`src/hw/rtl/udiv_pkg.sv`:
```
// Shared types and constants for the 64-by-32 restoring divider.
package udiv_pkg;

    localparam int DIVIDEND_BITS     = 64;
    localparam int DIVISOR_BITS      = 32;
    localparam int RESULT_BITS       = 32;
    localparam int DEFAULT_WORD_BITS = 32;

    typedef struct packed {
        logic [DIVIDEND_BITS-1:0] dividend;
        logic [DIVISOR_BITS-1:0]  divisor;
    } udiv_req_t;

    typedef struct packed {
        logic [RESULT_BITS-1:0] quotient;
        logic [RESULT_BITS-1:0] remainder;
    } udiv_rsp_t;

endpackage

```
`src/hw/rtl/udiv_step.sv`:
```
// One registered compare-subtract step of the restoring divider pipeline.
module udiv_step
    import udiv_pkg::*;
#(
    parameter int WORD_BITS  = DEFAULT_WORD_BITS,
    parameter bit SHIFT_LEAD = 1'b1
) (
    input  logic                 aclk,
    input  logic                 aresetn,
    input  logic                 advance,
    input  logic                 in_valid,
    input  logic [WORD_BITS-1:0] h_in,
    input  logic [WORD_BITS-1:0] l_in,
    input  logic [WORD_BITS-1:0] q_in,
    input  logic [WORD_BITS-1:0] v_in,
    output logic                 out_valid,
    output logic [WORD_BITS-1:0] h_out,
    output logic [WORD_BITS-1:0] l_out,
    output logic [WORD_BITS-1:0] q_out,
    output logic [WORD_BITS-1:0] v_out
);

    logic                 valid_reg;
    logic [WORD_BITS-1:0] h_reg, l_reg, q_reg, v_reg;
    logic [WORD_BITS-1:0] h_sh, l_sh, q_sh;
    logic                 c_sh;
    logic                 take;
    logic [WORD_BITS-1:0] diff;
    logic [WORD_BITS-1:0] h_next, q_next;

    // Every step but the first begins with the shift left out of the previous step.
    // The bit that leaves the partial remainder forces the subtract.
    generate
        if (SHIFT_LEAD) begin : g_shift
            assign c_sh = h_in[WORD_BITS-1];
            assign h_sh = {h_in[WORD_BITS-2:0], l_in[WORD_BITS-1]};
            assign l_sh = {l_in[WORD_BITS-2:0], 1'b0};
            assign q_sh = {q_in[WORD_BITS-2:0], 1'b0};
        end else begin : g_noshift
            assign c_sh = 1'b0;
            assign h_sh = h_in;
            assign l_sh = l_in;
            assign q_sh = q_in;
        end
    endgenerate

    assign take   = c_sh | (h_sh >= v_in);
    assign diff   = h_sh - v_in;
    assign h_next = take ? diff : h_sh;
    assign q_next = {q_sh[WORD_BITS-1:1], q_sh[0] | take};

    always_ff @(posedge aclk) begin
        if (!aresetn) begin
            valid_reg <= 1'b0;
        end else if (advance) begin
            valid_reg <= in_valid;
        end
    end

    always_ff @(posedge aclk) begin
        if (advance) begin
            h_reg <= h_next;
            l_reg <= l_sh;
            q_reg <= q_next;
            v_reg <= v_in;
        end
    end

    assign out_valid = valid_reg;
    assign h_out     = h_reg;
    assign l_out     = l_reg;
    assign q_out     = q_reg;
    assign v_out     = v_reg;

endmodule

```
`config.mk`:
```
export PLATFORM = sky130hd
export DESIGN_NAME = udiv_step
export DESIGN_NICKNAME = d
export VERILOG_FILES = /design/src/hw/rtl/udiv_pkg.sv /design/src/hw/rtl/udiv_step.sv
export SDC_FILE = /design/constraint.sdc
export NUM_CORES = 1
export LEC_CHECK = 0
export ABC_AREA = 1
export BUFFER_PORTS_ARGS = -buffer_cell sky130_fd_sc_hd__buf_2
export CAP_MARGIN = 0
export CORE_ASPECT_RATIO = 0.9
export CORE_MARGIN = 2
export CORE_UTILIZATION = 46
export DETAILED_ROUTE_END_ITERATION = 10
export PLACE_DENSITY = 0.83
export SYNTH_ARGS = -nofsm -noshare
export SYNTH_HDL_FRONTEND = slang
export SYNTH_SLANG_ARGS = --single-unit
```
`constraint.sdc`:
```
create_clock -name aclk -period 3.2 [get_ports aclk]
set_input_delay 0.48 -clock aclk [delete_from_list [all_inputs] [get_ports aclk]]
set_output_delay 0.48 -clock aclk [all_outputs]
set_load 0.1 [all_outputs]
```
==> results by group <==
Flow run
  • Max cap viols: 0

Clock tree
  • CTS tree: built
  • H-tree Lvls: 4
  • Post-CTS Setup Inserts: 0
  • CTS hold repair buffers: 0
  • Post-CTS sizing: 0
  • Clock transition at path regs: 0.06 ns
  • Worst skew pair latency: 0.41 ns
  • Clock sink count: 128
  • Clock root cell: clkbuf_16
  • CTS Buffer Depth: 2
  • CTS Buf Count: 17

Global route
  • Vias in the first global route: 5,784
  • Total track usage: 22.9%
  • Largest net degree at the start of global routing: 71
  • Gr ovfl total: 0
  • Initial antenna violation count: 0
  • First-pass GRT wire length: 28,600 um

Logic synthesis
  • Gate Count Post-Synth: 808
  • Dominant synthesized flop cell: edfxtp_1
  • YS warnings: 0
  • Syn_area_per_cell: 8.76 um2
  • Syn nets: 973
  • EDFF count, synth: 127
  • Top post-synthesis cells by area: edfxtp_1 54%, nand2_1 17%, inv_1 8.5%
  • Yosys top cell area share: 53.9%
  • Seq cells post-synth: 128
  • Synth async-reset ratio: 0%
  • Post-synth top area cell: edfxtp_1
  • Synth Cell Area: 7080 um2
  • Post-synthesis sequential area ratio: 54.1%
  • Post-synth cell types: 33

Pwr
  • Leak pwr: 4.88 nW
  • Comb pwr share: 34.6%
  • Sw Ratio: 41.3%
  • Net switching power: 2.55 mW
  • Clock share of power: 31.6%
  • Power Internal: 3.64 mW
  • Peak VDD IR: 0.429 mV
  • Seq pwr share: 33.8%
  • P per Cell Area: 672 nW/um2

Final layout
  • Fraction of layout instances using a drive strength above 1: 30.4%
  • P&R area growth vs syn: 30.1%
  • Nets@finish: 1,248
  • N_diodes: 0

Detailed routing
  • WL final: 18,800 um
  • Iter 0 DRT Violations: 404
  • Avg WL per Cell: 14.5 um
  • Number of remaining DRC errors: 0
  • Vias/cell: 4.61
  • Pre-antenna DRT Iters: 5
  • Via count: 5,980
  • Post-DRT Antenna Nets: 0

STA
  • Final worst-path cycle share: 70.3%
  • Final setup vio count: 0
  • Slew Limit Fails: 0
  • Fmax: 445 MHz
  • Relative slew slack: 65.5%
  • Worst clock skew: 0 ns
  • Hold Fails Final Rpt: 0
  • Tmin final: 2.25 ns
  • Final TNS setup: 0 ns
  • Slew @ Worst Pin: 0.518 ns
  • RSZ-0062 raised after global routing: no
  • Hold WS: 0.237 ns

Worst setup path
  • CP Depth: 16
  • Cell mode on critical path: nand2_1
  • Crit path kind: in2reg
  • Reg2reg path depth: 2
  • Critical path startpoint category: input port
  • Crit path cell chain: buf_2 -> inv_1 -> ha_1 -> fa_1 -> inv_1 -> nand2_1 -> nand2_1 -> nand3_1 -> nand2_2 -> nand2_2 -> nand3_2 -> nor2_4 -> nor2_8 -> buf_4 -> nand2_1 -> nand2_1
  • CP max FO: 17
  • Crit-path max cell delay: 0.41 ns
  • Crit-path slowest cell: fa_1
  • CP bufs+invs: 4
  • CP Capture Type: flip-flop
  • Top delay family on crit path: simple AND/OR/NAND/NOR gates
  • Worst path arrival time: 2.52 ns
  • Required @ worst endpoint: 3.48 ns

Floorplan
  • Initial core utilization: 46.5%
  • Row cnt: 43
  • CORE AREA: 15,200 um2
  • Die footprint: 16,400 um2
  • I/O pin count: 261
  • Chip height: 122 um
  • Chip Width: 135 um

Outcome
  • Status: complete, no violations

Placement
  • Port Buffers: 258
  • Dpl hpwl: 15,100 um
  • Global placer's final weighted congestion: 0.886

Worst hold path
  • Worst hold path class: in2reg
  • WHS Path Cells: 1
[synthesized netlist by cell type, types with 3 or more instances]
cell type,count
nand2_2,22
inv_1,160
ha_1,32
nand4_1,6
and2_1,6
buf_4,4
xor2_1,13
nor2_4,3
nor2_1,30
nand2_1,321
a21oi_1,19
nor3_1,7
nor2_2,4
edfxtp_1,127
nand3_1,30
o21bai_1,3
[state kept, by name, indices dropped and copies added (netlist names)]
register   cells
out_valid      1
q_out         32
l_out         31
v_out         32
h_out         32
[through the flow]
step	total power [mW]	instance area, um2	worst slack (ns)	cells	utilization [%]
final	6.19	9210	0.951	1298	60.5
after floorplan	3.86	7080	0.941	808	-
after detailed placement	4.27	8610	0.528	1266	56.6
after global placement	4.24	8610	0.579	1266	56.6
after CTS	6.24	9210	0.958	1298	60.5
after global routing	6.44	9210	0.784	1298	60.5
[layer usage]
| metal | routed length (um) | track usage, % |
|---|---|---|
| met5 | 0 | 0 |
| met4 | 320 | 7.63 |
| met1 | 7810 | 27.5 |
| met2 | 9250 | 40.3 |
| met3 | 1370 | 5.70 |
[area by class of cell]
cell class | count | area (um2)
clock inverter | 13 | 148
timing repair buffer | 264 | 1350
sequential | 128 | 3830
tap | 202 | 253
inverter | 162 | 609
multi-input combinational | 510 | 2560
clock buffer | 19 | 453
fill | 1381 | 6010
[cell families after synthesis]
logic type | count (synthesis) | share of synthesized area (%)
buffers and inverters | 170 | 9.63
adder cells (fa/ha/maj) | 33 | 5.94
other | 1 | 0.0530
flip-flops | 128 | 54.1
AO/OA/AOI/OAI | 26 | 2.35
XOR/XNOR | 15 | 1.86
AND/OR/NAND/NOR | 435 | 26.0
[power by group through the flow]
stage | logic (mW) | registers, mW | clock network, mW
floorplan | 0.527 | 3.33 | 0
global placement | 2.13 | 2.11 | 0
detailed placement | 2.15 | 2.12 | 0
CTS | 2.15 | 2.09 | 2.00
global route | 2.27 | 2.10 | 2.07
finish | 2.14 | 2.09 | 1.96
[placed cells by master (no fill, tap or decap), types with 2 or more instances in the layout]
cell type and instances:
bufinv_16 2, ha_1 32, a21oi_1 19, inv_6 7, xor2_1 13, nand2_2 22
and2_1 6, xnor2_1 2, nand3_2 2, edfxtp_1 127, buf_4 6, clkinv_2 3
buf_2 257, nand4_1 6, nor3_1 7, nor2_1 30, inv_1 160, o21bai_1 3
nand3_1 30, clkbuf_16 17, nand2_1 321, nor2_4 3, clkbuf_8 2, and3_1 2
nor2_2 4
[worst paths after layout]
| check | slack (ns) | start | end |
|---|---|---|---|
| worst min register to register | 0.57 | out_valid$_SDFFE_PN0P_ | out_valid$_SDFFE_PN0P_ |
| worst max register to register | 2.54 | out_valid$_SDFFE_PN0P_ | out_valid$_SDFFE_PN0P_ |
| worst max-delay path | 0.95 | l_in[31] | h_out[27]$_DFFE_PP_ |
| worst min-delay path | 0.24 | q_in[28] | q_out[29]$_DFFE_PP_ |
No activity file was read; power rests on OpenSTA's default activity.
